`config.mk`:
```
export PLATFORM = sky130hd
export DESIGN_NAME = aprq_ctrl
export DESIGN_NICKNAME = d
export VERILOG_FILES = /design/src/design/aprq_pkg.sv /design/src/design/aprq_ctrl.sv
export SDC_FILE = /design/constraint.sdc
export NUM_CORES = 1
export LEC_CHECK = 0
export BUFFER_PORTS_ARGS = -buffer_cell sky130_fd_sc_hd__buf_4
export CAP_MARGIN = 20
export CORE_MARGIN = 5
export CORE_UTILIZATION = 25
export CTS_BUF_LIST = sky130_fd_sc_hd__clkbuf_16
export DETAILED_ROUTE_END_ITERATION = 8
export PLACE_DENSITY = 0.48
export SKIP_CTS_REPAIR_TIMING = 1
export SLEW_MARGIN = 5
export SYNTH_ARGS = -nofsm -noshare
export SYNTH_HDL_FRONTEND = slang
export SYNTH_SLANG_ARGS = --single-unit
```
`constraint.sdc`:
```
create_clock -name clk -period 3.5 [get_ports clk]
set_input_delay 0.7 -clock clk [delete_from_list [all_inputs] [get_ports clk]]
set_output_delay 0.7 -clock clk [all_outputs]
set_load 0.01 [all_outputs]
```
`src/design/aprq_pkg.sv`:
```
// ============================================================================
// aprq_pkg: shared types and constants
// Types, constants and state codes of the retry queue unit.
// ============================================================================
package aprq_pkg;

    localparam int unsigned QUEUE_DEPTH = 1024;
    localparam int unsigned IDX_W = $clog2(QUEUE_DEPTH);
    localparam int unsigned CNT_W = IDX_W + 1;
    localparam int unsigned ENTRY_W = 32 + 16 + 16 + 32;
    localparam int unsigned CFG_W = 16;
    localparam int unsigned CFG_IDX_W = 1;

    localparam logic [CFG_IDX_W-1:0] CFG_RETRY_WINDOW = 1'd0;
    localparam logic [CFG_IDX_W-1:0] CFG_MAX_PENDING = 1'd1;
    localparam logic [15:0] RETRY_WINDOW_RESET = 16'd300;
    localparam logic [9:0] MAX_PENDING_RESET = 10'd1000;

    typedef enum logic [1:0] {
        REQ_ADD = 2'd0,
        REQ_ACK = 2'd1,
        REQ_TICK = 2'd2,
        REQ_NONE = 2'd3
    } req_t;

    typedef struct packed {
        logic [1:0] req_type;
        logic [15:0] msg_id;
        logic [15:0] payload_handle;
        logic [31:0] seq_key;
        logic [31:0] wall_time;
        logic [31:0] now_ticks;
        logic link_up;
    } in_item_t;

    typedef struct packed {
        logic [31:0] assigned_seq;
        logic send_valid;
        logic [15:0] send_msg_id;
        logic [15:0] send_handle;
        logic ack_found;
        logic [10:0] dropped_overflow;
        logic [10:0] dropped_expired;
        logic [10:0] queue_level;
    } out_item_t;

    typedef struct packed {
        logic [31:0] seq;
        logic [15:0] kind;
        logic [15:0] handle;
        logic [31:0] deadline;
    } entry_t;

    typedef enum logic [3:0] {
        ST_IDLE,
        ST_ADD,
        ST_ACK_RD,
        ST_ACK_CMP,
        ST_SHIFT_RD,
        ST_SHIFT_WR,
        ST_OVF,
        ST_EXP_RD,
        ST_EXP_CMP,
        ST_DONE
    } state_t;

    typedef struct packed {
        logic load;
        logic add;
        logic rd_search;
        logic search_next;
        logic ack_hit;
        logic rd_shift;
        logic wr_shift;
        logic shift_next;
        logic drop_head_ovf;
        logic rd_head;
        logic drop_head_exp;
        logic send;
        logic finish;
    } cmd_t;

    typedef struct packed {
        req_t req;
        logic link;
        logic full;
        logic over_limit;
        logic search_end;
        logic key_match;
        logic shift_end;
        logic empty;
        logic head_expired;
    } status_t;

endpackage

```
`src/design/aprq_ctrl.sv`:
```
// ============================================================================
// aprq_ctrl: sequencing controller
// Steps each beat through add, search, shift, overflow and expiry phases.
// ============================================================================
module aprq_ctrl (
    input logic clk,
    input logic rst_n,
    input logic in_valid,
    output logic in_ready,
    input logic out_busy,
    input aprq_pkg::status_t sts,
    output aprq_pkg::cmd_t cmd
);
    aprq_pkg::state_t state_reg, state_next;
    logic service_reg, service_next;

    always_ff @(posedge clk or negedge rst_n)
    begin
        if (!rst_n)
        begin
            state_reg <= aprq_pkg::ST_IDLE;
            service_reg <= 1'b0;
        end
        else
        begin
            state_reg <= state_next;
            service_reg <= service_next;
        end
    end

    // Next state.
    always_comb
    begin
        state_next = state_reg;
        service_next = service_reg;
        case (state_reg)
            aprq_pkg::ST_IDLE:
            begin
                if (in_valid && !out_busy)
                begin
                    state_next = aprq_pkg::ST_ADD;
                end
            end
            aprq_pkg::ST_ADD:
            begin
                case (sts.req)
                    aprq_pkg::REQ_ADD:
                    begin
                        service_next = 1'b1;
                        state_next = sts.full ? aprq_pkg::ST_SHIFT_RD : aprq_pkg::ST_OVF;
                    end
                    aprq_pkg::REQ_ACK:
                    begin
                        service_next = 1'b0;
                        state_next = aprq_pkg::ST_ACK_RD;
                    end
                    aprq_pkg::REQ_TICK: state_next = aprq_pkg::ST_OVF;
                    default: state_next = aprq_pkg::ST_DONE;
                endcase
            end
            aprq_pkg::ST_ACK_RD:
            begin
                state_next = sts.search_end ? aprq_pkg::ST_DONE : aprq_pkg::ST_ACK_CMP;
            end
            aprq_pkg::ST_ACK_CMP:
            begin
                state_next = sts.key_match ? aprq_pkg::ST_SHIFT_RD : aprq_pkg::ST_ACK_RD;
            end
            aprq_pkg::ST_SHIFT_RD:
            begin
                state_next = sts.shift_end ? (service_reg ? aprq_pkg::ST_OVF
                                                          : aprq_pkg::ST_DONE)
                                           : aprq_pkg::ST_SHIFT_WR;
            end
            aprq_pkg::ST_SHIFT_WR: state_next = aprq_pkg::ST_SHIFT_RD;
            aprq_pkg::ST_OVF:
            begin
                if (!sts.over_limit)
                begin
                    state_next = sts.link ? aprq_pkg::ST_EXP_RD : aprq_pkg::ST_DONE;
                end
            end
            aprq_pkg::ST_EXP_RD:
            begin
                state_next = sts.empty ? aprq_pkg::ST_DONE : aprq_pkg::ST_EXP_CMP;
            end
            aprq_pkg::ST_EXP_CMP:
            begin
                state_next = sts.head_expired ? aprq_pkg::ST_EXP_RD : aprq_pkg::ST_DONE;
            end
            aprq_pkg::ST_DONE:
            begin
                service_next = 1'b0;
                state_next = aprq_pkg::ST_IDLE;
            end
            default: state_next = aprq_pkg::ST_IDLE;
        endcase
    end

    // Outputs.
    always_comb
    begin
        cmd = '0;
        in_ready = 1'b0;
        case (state_reg)
            aprq_pkg::ST_IDLE:
            begin
                in_ready = !out_busy;
                cmd.load = in_valid && !out_busy;
            end
            aprq_pkg::ST_ADD:
            begin
                cmd.add = (sts.req == aprq_pkg::REQ_ADD);
                cmd.rd_search = (sts.req == aprq_pkg::REQ_ACK);
            end
            aprq_pkg::ST_ACK_RD: cmd.rd_search = 1'b0;
            aprq_pkg::ST_ACK_CMP:
            begin
                cmd.ack_hit = sts.key_match;
                cmd.search_next = !sts.key_match;
            end
            aprq_pkg::ST_SHIFT_RD: cmd.rd_shift = !sts.shift_end;
            aprq_pkg::ST_SHIFT_WR: cmd.wr_shift = 1'b1;
            aprq_pkg::ST_OVF: cmd.drop_head_ovf = sts.over_limit;
            aprq_pkg::ST_EXP_RD: cmd.rd_head = 1'b1;
            aprq_pkg::ST_EXP_CMP:
            begin
                cmd.drop_head_exp = sts.head_expired;
                cmd.send = !sts.head_expired;
            end
            aprq_pkg::ST_DONE: cmd.finish = 1'b1;
            default: cmd = '0;
        endcase
    end
endmodule

```
* Yosys cells after proc, flatten, opt, wreduce, memory -nomap -nowiden
Index checks and enable logic that the tools add are counted.
** Operators by class
- Eq/ne operators :: 14
- Mux-type cells :: 25
- Reductions and logical operators :: 10
** Operators with widths (number)
- one-hot mux 4 bit (9 select lines) :: 1
- 2-to-1 mux 4 bit :: 7
- == test 4 x 3 -> 1 bit (second input constant) :: 4
- one-hot mux 4 bit (3 select lines) :: 1
- 2-to-1 mux 1 bit :: 10
- == test 4 x 2 -> 1 bit (second input constant) :: 2
- == test 4 bit (second input constant) :: 2
- 2-to-1 mux 2 bit :: 3
- == test 4 x 1 -> 1 bit (second input constant) :: 1
- zero test 1 bit :: 4
- zero test 4 bit :: 1
- inequality test 2 bit (second input constant) :: 2
- one-hot mux 1 bit (2 select lines) :: 2
- AND reduction 2 bit :: 2
- 2-to-1 mux 3 bit :: 1
- inequality test 3 bit (second input constant) :: 1
- == test 2 x 1 -> 1 bit (second input constant) :: 1
- == test 2 bit (second input constant) :: 1
- zero test 2 bit :: 1
- nonzero test 2 bit :: 1
- logical AND 1 bit :: 1
** Storage, ports and cells
- Register bits :: 5
- Input port bits :: 14
- Output and inout port bits :: 14
- Logic and storage cells :: 51

* Logic depth before layout (Yosys ltp)
Gate-level depths: netlist (run 1).
- Depth after elaboration :: 4
- Mapped depth :: 6
- Depth with buffers taken out :: 5

* Least setup slack after synthesis (run 1)
OpenSTA, ideal clock, no wires.
- Path kind :: input to output
- From :: input port sts[8] (netlist name)
- To :: output port cmd[11] (netlist name)
- Arrival time :: 1117 ps
- Data required time :: 2800 ps
- Setup slack :: 1683 ps
- Stages on the path :: 3
- Buffers on the path :: 0
- Cells stage by stage :: inv_1 ha_1 and2_1
** RTL lines
- start, declared :: RTL line aprq_ctrl.sv:11 : input aprq_pkg::status_t sts,
- end, declared :: RTL line aprq_ctrl.sv:12 : output aprq_pkg::cmd_t cmd

==> key figures, run 1 <==
Setup path
  – Reg2Reg Capture Point: state_reg[1]$_DFFE_PN0P_
  – Worst r2r path cells: 4
  – Crit path capture: cmd[2]
  – Reg2reg start: state_reg[3]$_DFFE_PN0P_
  – Worst setup EP type: output port
  – CP Class: reg2out
  – Max FO, Critical Path: 17
  – CP startpoint kind: flip-flop
  – R2R Setup Slk: just under 2 ns
  – CP Launch Point: state_reg[0]$_DFFE_PN0P_
  – CP required: 2.80 ns
  – CP Data Arrival Time: 1.54 ns

Floorplanning
  – Die area: 0.00357 mm²
  – Starting Density: 0.256
  – # rows: 18
  – Top Ports: 28
  – Die X: 59.7 µm
  – Core area: 0.00241 mm²
  – Die height: 59.7 µm

Finish
  – Share of layout cells above drive strength 1: 0.282
  – Largest register FFs: 4
  – NumNets Final: 129
  – Antenna cell count: 0
  – Area growth, synth to finish: 44.1%

Min path
  – Hold crit path type: in2async

Route
  – DRC errors left: 0
  – Final ANT Viol Nets: 0
  – Drt wl/cell: 12.2 µm
  – Initial DRC Count: 6
  – Drt first pass iters: 2
  – Final WL: around 1.7 mm
  – Via count: around 700
  – Vias per cell: 4.99

Clock tree
  – Root Buffer: clkbuf_16
  – Skew-Pair Late Insertion Delay: 0.23 ns
  – Max clock buf depth: 2
  – Num CTS Buffers: 3
  – CTS tree: built
  – Clk sinks: 5
  – H-tree depth: 1
  – Clock-pin slew on the worst setup and hold paths: 0.03 ns

Power
  – Worst VDD drop: 0.441 mV
  – PwrDens: 678 mW/mm²
  – P_leak: 0.412 nW

Run
  – MaxCap Viol Count: 0

Synth
  – Synth warnings: 0
  – Sequential fraction of the synthesis area: 0.202
  – Area of the mapped netlist: 618 µm²
  – Net Count, Synth: 104
  – Seq cells post-synth: 5
  – Post-synthesis cell count: 86
  – Syn avg cell area: 7.19 µm²
  – Post-synthesis cell type count: 34

Outcome
  – Run status: complete, no violations

Global routing
  – Pin count of the biggest net entering global routing: 20
  – Total grt overflow: 0
  – Vias in the first global route: 674
  – First-pass GRT wire length: 2.79 mm
  – All-Layer GR Usage: 0.0997
  – Initial antenna violation count: 0

Timing
  – Fmax: about 0.45 GHz
  – Final setup fails: 0
  – Final Max Slew Viols: 0
  – Final Hold Viols: 0
  – Tmin final: 2.24 ns
  – Hold slack: 0.267 ns
  – Final worst path period share: 0.641
  – Slew of the pin with the lowest slew margin: 0.595 ns
  – Worst slew margin: 0.603
  – RSZ-0062 raised after global routing: false
  – Setup TNS: 0 ns
  – Setup Skew: 0.00359 ns

Place
  – Placed wire-length estimate: 1.39 mm
  – PortBufs: 26
  – RePlAce Congestion: 0.771
cells by family after synthesis:
group,synth area share
flops,0.202
fa+ha+maj,0.0810
compound gates,0.237
simple gates,0.375
buf+inv,0.0992
other cells,0.00607
final cells by class:
cell class                 count  area [µm²]
clock buffer                   3        75.1
clock inverter                 1        3.75
fill                         277        1520
inverter                       6        22.5
multi-input combinational     69         432
sequential                     5         125
tap                           30        37.5
timing repair buffer          26         195
worst min path at each step:
stage | to | depth (start not counted)
final | state_reg[0]$_DFFE_PN0P_ | 1
after global routing | state_reg[0]$_DFFE_PN0P_ | 1
after CTS | state_reg[0]$_DFFE_PN0P_ | 1
after detailed placement | state_reg[3]$_DFFE_PN0P_ | 1
after global placement | state_reg[0]$_DFFE_PN0P_ | 1
after floorplan | service_reg$_DFFE_PN0P_ | 0
cells in the mapped netlist, drive strengths merged:
| master | count | share of area |
|---|---|---|
| ha | 4 | 0.081 |
| nor3b | 2 | 0.024 |
| nand2b | 5 | 0.051 |
| nor2b | 3 | 0.030 |
| a21boi | 1 | 0.012 |
| nand3b | 1 | 0.012 |
| nor2 | 13 | 0.091 |
| and3 | 1 | 0.010 |
| and4 | 1 | 0.014 |
| nand2 | 5 | 0.030 |
| conb | 1 | 0.0061 |
| nor4 | 1 | 0.010 |
| dfrtp | 5 | 0.20 |
| a21o | 1 | 0.012 |
| buf | 6 | 0.063 |
| a31oi | 3 | 0.030 |
| o311a | 1 | 0.016 |
| nand3 | 6 | 0.049 |
| o21ai | 2 | 0.016 |
| o21a | 1 | 0.012 |
| nor3 | 4 | 0.032 |
| o2111ai | 1 | 0.014 |
| o32a | 2 | 0.032 |
| o311ai | 1 | 0.014 |
| a21oi | 4 | 0.032 |
| a22oi | 1 | 0.012 |
| a2111oi | 1 | 0.014 |
| and2 | 2 | 0.020 |
| inv | 6 | 0.036 |
| o221a | 1 | 0.018 |
cells in the final DEF (no fill, tap or decap), drive strengths merged, types with 2 or more instances in the layout:
cell / Yosys / layout
a21oi: 4 / 4
clkbuf: 0 / 3
nand2: 5 / 5
and2: 2 / 2
a31oi: 3 / 3
inv: 6 / 7
nor2b: 3 / 3
dfrtp: 5 / 5
buf: 6 / 26
o21ai: 2 / 2
nor3: 4 / 4
nor3b: 2 / 2
o32a: 2 / 2
nand2b: 5 / 5
nand3: 6 / 6
ha: 4 / 4
nor2: 13 / 13
worst max-delay path, cell delays in order (launching register included):
cell and delay, ns:
dfrtp_1 0.54, nor2_1 0.30, nand2_1 0.11, nor3b_1 0.22, buf_4 0.15
report_power, final:
part | leakage [nW] | switching (mW) | total [mW] | internal, mW
Combinational | 0.306 | 0.133 | 0.263 | 0.130
Sequential | 0.0638 | 0.0781 | 0.159 | 0.0810
Clock | 0.0423 | 0.0339 | 0.181 | 0.148
Total | 0.412 | 0.245 | 0.604 | 0.359
layer usage:
layer | vias up | part of all wire | GRT usage | wire length [µm]
met5 | - | 0 | 0 | 0
met4 | 0 | 0 | 0.0190 | 0
met3 | 0 | 0.064 | 0.0367 | 109
met2 | 16 | 0.48 | 0.168 | 821
met1 | 322 | 0.45 | 0.121 | 775
li1 | 360 | - | - | -
stage by stage:
stage	total power [mW]	utilization	cell area, µm²	std cells	worst slack, ns
floorplan	0.350	-	618	86	1.68
global placement	0.431	0.337	812	136	1.46
detailed placement	0.424	0.337	812	136	1.43
CTS	0.611	0.370	891	140	1.25
global route	0.654	0.370	891	140	1.16
finish	0.604	0.370	891	140	1.26
Power figures use the tool's default switching activity.
==> run 2, diff against run 1 <==
PLACE_DENSITY = 0.5   (was 0.48)
clock period = 2 ns   (was 3.5 ns; I/O delays follow)
==> run 2 against run 1 <==
Clock-buffer cell count unchanged. First-iteration DRC count rose to 2.7 times the previous value. Worst setup slack worse by 1.1 ns.
==> key figures, run 2 (synthesis gave the netlist of run 1 again) <==
Power
  – Worst VDD drop: 0.789 mV (was 0.441 mV)
  – P_leak: 0.432 nW (was 0.412 nW)
  – PwrDens: 1200 mW/mm² (was 678 mW/mm²)

Timing
  – Final setup fails: 0 (unchanged)
  – Final Hold Viols: 0 (unchanged)
  – Tmin final: 1.86 ns
  – Worst slew margin: 0.665 (was 0.603)
  – Setup Skew: 0.00251 ns (was 0.00359 ns)
  – Final worst path period share: 0.928
  – Fmax: about 0.54 GHz
  – RSZ-0062 raised after global routing: false (unchanged)
  – Setup TNS: 0 ns (unchanged)
  – Slew of the pin with the lowest slew margin: 0.490 ns (was 0.595 ns)
  – Final Max Slew Viols: 0 (unchanged)

Setup path
  – R2R Setup Slk: 0.44 ns (was 1.97 ns)
  – CP peak stage delay: 0.60 ns (was 0.54 ns)
  – Cell Chain, Critical Path: inv_1, nor3_1, buf_4 (was nor2_1, nand2_1, nor3b_1, buf_4)
  – CP Launch Point: state_reg[3]$_DFFE_PN0P_ (was state_reg[0]$_DFFE_PN0P_)
  – Reg2Reg Capture Point: state_reg[1]$_DFFE_PN0P_ (unchanged)
  – CP max-delay cell: dfrtp_1 (unchanged)
  – Worst setup EP type: output port (unchanged)
  – Max FO, Critical Path: 13 (was 17)
  – Worst r2r path cells: 4 (unchanged)
  – Reg2reg start: state_reg[3]$_DFFE_PN0P_ (unchanged)
  – CP required: 1.60 ns (was 2.80 ns)
  – CP Data Arrival Time: 1.46 ns (was 1.54 ns)
  – CP Class: reg2out (unchanged)
  – CP startpoint kind: flip-flop (unchanged)

Floorplanning
  – Die height: 59.7 µm (unchanged)
  – Die X: 59.7 µm (unchanged)
  – Core area: 0.00241 mm² (unchanged)
  – Starting Density: 0.256 (unchanged)
  – Top Ports: 28 (unchanged)
  – Die area: 0.00357 mm² (unchanged)
  – # rows: 18 (unchanged)

Run
  – MaxCap Viol Count: 0 (unchanged)

Clock tree
  – Max clock buf depth: 2 (unchanged)
  – Skew-Pair Late Insertion Delay: 0.22 ns (was 0.23 ns)
  – Clock-pin slew on the worst setup and hold paths: 0.03 ns (about the same)
  – Clk sinks: 5 (unchanged)
  – CTS tree: built (unchanged)
  – H-tree depth: 1 (unchanged)
  – Num CTS Buffers: 3 (unchanged)
  – Root Buffer: clkbuf_16 (unchanged)

Global routing
  – First-pass GRT wire length: 2.83 mm (was 2.79 mm)
  – Initial antenna violation count: 0 (unchanged)
  – Vias in the first global route: 647 (was 674)
  – Pin count of the biggest net entering global routing: 14 (was 20)
  – Total grt overflow: 0 (unchanged)
  – All-Layer GR Usage: 0.103 (was 0.0997)

Finish
  – NumNets Final: 133 (was 129)
  – Largest register FFs: 4 (unchanged)
  – Area growth, synth to finish: 49.8% (was 44.1%)
  – Final Instance Area: 926 µm² (was 891 µm²)
  – Share of layout cells above drive strength 1: 0.307 (was 0.282)
  – Antenna cell count: 0 (unchanged)
  – Most frequent cells in the layout: buf_4 (29), nor2_1 (11), inv_1 (7), nand3_1 (6) (was buf_4 (26), nor2_1 (12), inv_1 (7), nand3_1 (6))
  – Most common cell after layout, fill and taps aside: buf_4 (unchanged)

Place
  – RePlAce Congestion: 0.822 (was 0.771)
  – Placed wire-length estimate: 1.53 mm (was 1.39 mm)
  – Dpl cell area: 835 µm² (was 812 µm²)
  – PortBufs: 26 (unchanged)

Route
  – Drt wl/cell: 12.8 µm (was 12.2 µm)
  – Via count: 715 (was 698)
  – Drt first pass iters: 4 (was 2)
  – Final ANT Viol Nets: 0 (unchanged)
  – Initial DRC Count: 16 (was 6)
  – Final WL: 1.84 mm (was 1.71 mm)
  – Vias per cell: 4.97 (was 4.99)
  – DRC errors left: 0 (unchanged)

Min path
  – Hold path depth: 3
  – Min-delay src: sts[2]
  – Min-Delay Endpoint: state_reg[1]$_DFFE_PN0P_
  – Hold crit path type: in2reg (was in2async)

Outcome
  – Run status: complete, no violations (unchanged)
==> run 2: cell count changes in the layout (fill, tap and decap cells not counted), sizes merged <==
cell	previous run	this run
buf	26	29
dlygate4sd3	0	1
==> run 2: per-stage QoR <==
stage          hold slack (ns)  cells  power [mW]  utilization  worst slack [ns]
2_1_floorplan            0.104     86       0.612            -             0.488
6_report                 0.483    144        1.11        0.384             0.144
5_1_grt                  0.511    144        1.20        0.384            0.0407
3_5_place_dp             0.205    139       0.787        0.346             0.360
4_1_cts                -0.0312    143        1.11        0.379             0.120
3_3_place_gp             0.205    139       0.795        0.346             0.382
==> run 2: area by class of cell <==
class / count / area, µm²
Multi-Input combinational cell: 69 / 434
Timing Repair Buffer: 30 / 228
Fill cell: 249 / 1480
Clock inverter: 1 / 3.75
Tap cell: 30 / 37.5
Clock buffer: 3 / 75.1
Inverter: 6 / 22.5
Sequential cell: 5 / 125
==> run 2: critical path: cells and delay by family (launching register included) <==
family	cells	cell delay, ns
and+or+nand+nor	1	0.26
DFF	1	0.60
buffers and inverters	2	0.36
==> run 2: routing by layer <==
metal | wire, µm | vias to the layer above | GRT usage | part of all wire
met5 | 0 | - | 0 | 0
met4 | 20 | 0 | 0.0190 | 0.011
met3 | 167 | 2 | 0.0432 | 0.091
met2 | 864 | 26 | 0.173 | 0.47
met1 | 791 | 326 | 0.124 | 0.43
li1 | - | 361 | - | -
==> run 2: worst max-delay path by stage <==
| stage | end | cells after the start |
|---|---|---|
| after floorplan | cmd[9] | 3 |
| after global placement | cmd[2] | 4 |
| after detailed placement | cmd[2] | 4 |
| after CTS | cmd[2] | 4 |
| after global routing | cmd[0] | 3 |
| final | cmd[0] | 3 |
==> run 2: power breakdown <==
group | leakage, nW | switching, mW | internal [mW] | total (mW)
Clock | 0.0423 | 0.0585 | 0.258 | 0.317
Sequential | 0.0638 | 0.100 | 0.143 | 0.243
Combinational | 0.326 | 0.287 | 0.261 | 0.548
Total | 0.432 | 0.446 | 0.661 | 1.11
==> run 3, diff against run 2 <==
ABC_AREA = 1   (was default)
==> run 3 against run 2 <==
Total power fell by 6.6%. Non-clock buffer count fell by 3. Clock skew fell by 0.00089 ns. Utilization did not move. Critical path depth rose by 1.
==> key figures, run 3 <==
Outcome
  – Run status: complete, no violations (unchanged)

Timing
  – Tmin final: 1.72 ns (was 1.86 ns)
  – RSZ-0062 raised after global routing: false (unchanged)
  – Setup Skew: 0.00162 ns (was 0.00251 ns)
  – Final setup fails: 0 (unchanged)
  – Fmax: 0.580 GHz (was 0.539 GHz)
  – Final Max Slew Viols: 0 (unchanged)
  – Hold slack: 0.453 ns (was 0.483 ns)
  – Final Hold Viols: 0 (unchanged)
  – Final worst path period share: 0.862 (was 0.928)
  – Setup TNS: 0 ns (unchanged)

Place
  – Placed wire-length estimate: 1.50 mm (was 1.53 mm)
  – Dpl cell area: 837 µm² (was 835 µm²)
  – RePlAce Congestion: 0.812 (was 0.822)
  – PortBufs: 26 (unchanged)
  – Placed cell count: 165 (was 139)

Route
  – Vias per cell: 3.98 (was 4.97)
  – Drt first pass iters: 4 (unchanged)
  – Drt wl/cell: 10.0 µm (was 12.8 µm)
  – DRC errors left: 0 (unchanged)
  – Final ANT Viol Nets: 0 (unchanged)
  – Via count: 677 (was 715)
  – Final WL: 1.70 mm (was 1.84 mm)
  – Initial DRC Count: 6 (was 16)

Clock tree
  – Root Buffer: clkbuf_16 (unchanged)
  – Clk sinks: 5 (unchanged)
  – Max clock buf depth: 2 (unchanged)
  – Num CTS Buffers: 3 (unchanged)
  – H-tree depth: 1 (unchanged)
  – Skew-Pair Late Insertion Delay: 0.23 ns (was 0.22 ns)
  – CTS tree: built (unchanged)
  – Clock-pin slew on the worst setup and hold paths: 0.03 ns (about the same)

Synth
  – Number of synthesized flops with an enable pin: 0 (unchanged)
  – Seq cells post-synth: 5 (unchanged)
  – Synth top area share: 0.204 (was 0.202)
  – Top cells by instance count after synthesis: nand2_1 (27), inv_1 (24), nor2_1 (23) (was nor2_1 (12), inv_1 (6), nand3_1 (6))
  – Post-synthesis cell count: 110 (was 86)
  – Sequential fraction of the synthesis area: 0.204 (was 0.202)
  – Most frequently used flop master after synthesis: dfrtp_1 (unchanged)
  – FFs w/ async S/R, synth: 1.00 (unchanged)
  – Post-synthesis cell type count: 16 (was 34)
  – Count leader, synth: nand2_1 (was nor2_1)
  – Synth area leaders: dfrtp_1 (20%), nand2_1 (17%), inv_1 (15%), nor2_1 (14%), nand3_1 (9.0%) (was dfrtp_1 (20%), ha_1 (8.1%), nor2_1 (7.3%), nand2b_1 (5.1%), nand3_1 (4.9%))
  – Largest area contributor in the netlist: dfrtp_1 (unchanged)
  – Net Count, Synth: 128 (was 104)
  – Syn avg cell area: 5.56 µm² (was 7.19 µm²)
  – Area of the mapped netlist: 612 µm² (was 618 µm²)
  – Synth warnings: 0 (unchanged)

Finish
  – Layout Utilization: 0.384 (unchanged)
  – Area growth, synth to finish: 51.3% (was 49.8%)
  – Non-filler cells in the finished layout: 170 (was 144)
  – Fillers: 276 (was 249)
  – Multi-input gate area: 382 µm² (was 434 µm²)
  – Most frequent cells in the layout: nand2_1 (27), buf_4 (26), inv_1 (25), nor2_1 (23), nand3_1 (11) (was buf_4 (29), nor2_1 (11), inv_1 (7), nand3_1 (6))
  – Antenna cell count: 0 (unchanged)
  – Final Instance Area: 926 µm² (unchanged)
  – Share of layout cells above drive strength 1: 0.279 (was 0.307)
  – Most common cell after layout, fill and taps aside: nand2_1 (was buf_4)
  – Largest register FFs: 4 (unchanged)
  – Register Area: 125 µm² (unchanged)
  – NumNets Final: 159 (was 133)

Floorplanning
  – Die X: 59.5 µm (was 59.7 µm)
  – Die height: 59.5 µm (was 59.7 µm)
  – Starting Density: 0.254 (was 0.256)
  – Core area: 0.00241 mm² (unchanged)
  – Die area: 0.00354 mm² (was 0.00357 mm²)
  – Top Ports: 28 (unchanged)
  – # rows: 18 (unchanged)

Setup path
  – Max FO, Critical Path: 5 (was 13)
  – CP Class: reg2out (unchanged)
  – CP required: 1.60 ns (about the same)
  – CP max-delay cell: dfrtp_1 (unchanged)
  – Worst setup EP type: output port (unchanged)
  – CP Data Arrival Time: 1.32 ns (was 1.46 ns)
  – CP peak stage delay: 0.43 ns (was 0.60 ns)
  – CP startpoint kind: flip-flop (unchanged)
  – Cell Chain, Critical Path: nor2_2, nand2_1, nor3_1, buf_4 (was inv_1, nor3_1, buf_4)

Global routing
  – Total grt overflow: 0 (unchanged)
  – Pin count of the biggest net entering global routing: 9 (was 14)
  – First-pass GRT wire length: 2.60 mm (was 2.83 mm)
  – Initial antenna violation count: 0 (unchanged)
  – All-Layer GR Usage: 0.0970 (was 0.103)
  – Vias in the first global route: 633 (was 647)

Power
  – P_leak: 0.602 nW (was 0.432 nW)
  – Worst VDD drop: 0.669 mV (was 0.789 mV)
  – PwrDens: 1120 mW/mm² (was 1200 mW/mm²)

Min path
  – Hold crit path type: in2reg (unchanged)

Run
  – MaxCap Viol Count: 0 (unchanged)
==> run 3: cell type report <==
type	count	area share
Multi-Input combinational cell	78	0.412
Timing Repair Buffer	27	0.222
Tap cell	30	0.0405
Sequential cell	5	0.135
Clock buffer	3	0.0811
Inverter	26	0.105
Clock inverter	1	0.00405
==> run 3: final timing paths <==
kind	slack, ns	end	cells after the start	start
max	0.28	cmd[12]	4	state_reg[1]$_DFFE_PN0P_
min	0.45	state_reg[2]$_DFFE_PN0P_	3	sts[5]
max reg2reg	0.70	state_reg[1]$_DFFE_PN0P_	8	state_reg[3]$_DFFE_PN0P_
min reg2reg	0.53	service_reg$_DFFE_PN0P_	2	service_reg$_DFFE_PN0P_
max in group asynchronous	1.38	service_reg$_DFFE_PN0P_	2	rst_n
min in group asynchronous	0.51	state_reg[3]$_DFFE_PN0P_	2	rst_n
==> run 3: through the flow <==
stage	setup WS (ns)	total power [mW]
after global routing	0.165	1.11
final	0.276	1.03
after global placement	0.524	0.716
after CTS	0.262	1.05
after detailed placement	0.505	0.715
after floorplan	0.603	0.544
==> run 3: worst max-delay path, delay by kind of cell (launching register included) <==
family        cells  cell delay, ns
buf+inv           1            0.15
flops             1            0.43
simple gates      3            0.52
==> run 3: cell families (layout without fill, tap and decap cells) <==
logic type,after synthesis,count (layout),synth area share
buffers and inverters,27,57,0.172
other,1,1,0.00613
AND/OR/NAND/NOR,68,68,0.483
flip-flops,5,5,0.204
AO/OA/AOI/OAI,5,5,0.0532
adder cells (fa/ha/maj),4,4,0.0818
==> run 3: per-layer routing <==
| metal | routed length, µm | track usage |
|---|---|---|
| met3 | 153 | 0.0196 |
| met4 | 21 | 0.0485 |
| met2 | 748 | 0.156 |
| met5 | 0 | 0 |
| met1 | 778 | 0.122 |
==> run 3: report_power, final <==
part	total [mW]	internal [mW]	switching [mW]
Sequential	0.193	0.143	0.0501
Combinational	0.514	0.195	0.319
Clock	0.327	0.259	0.0678
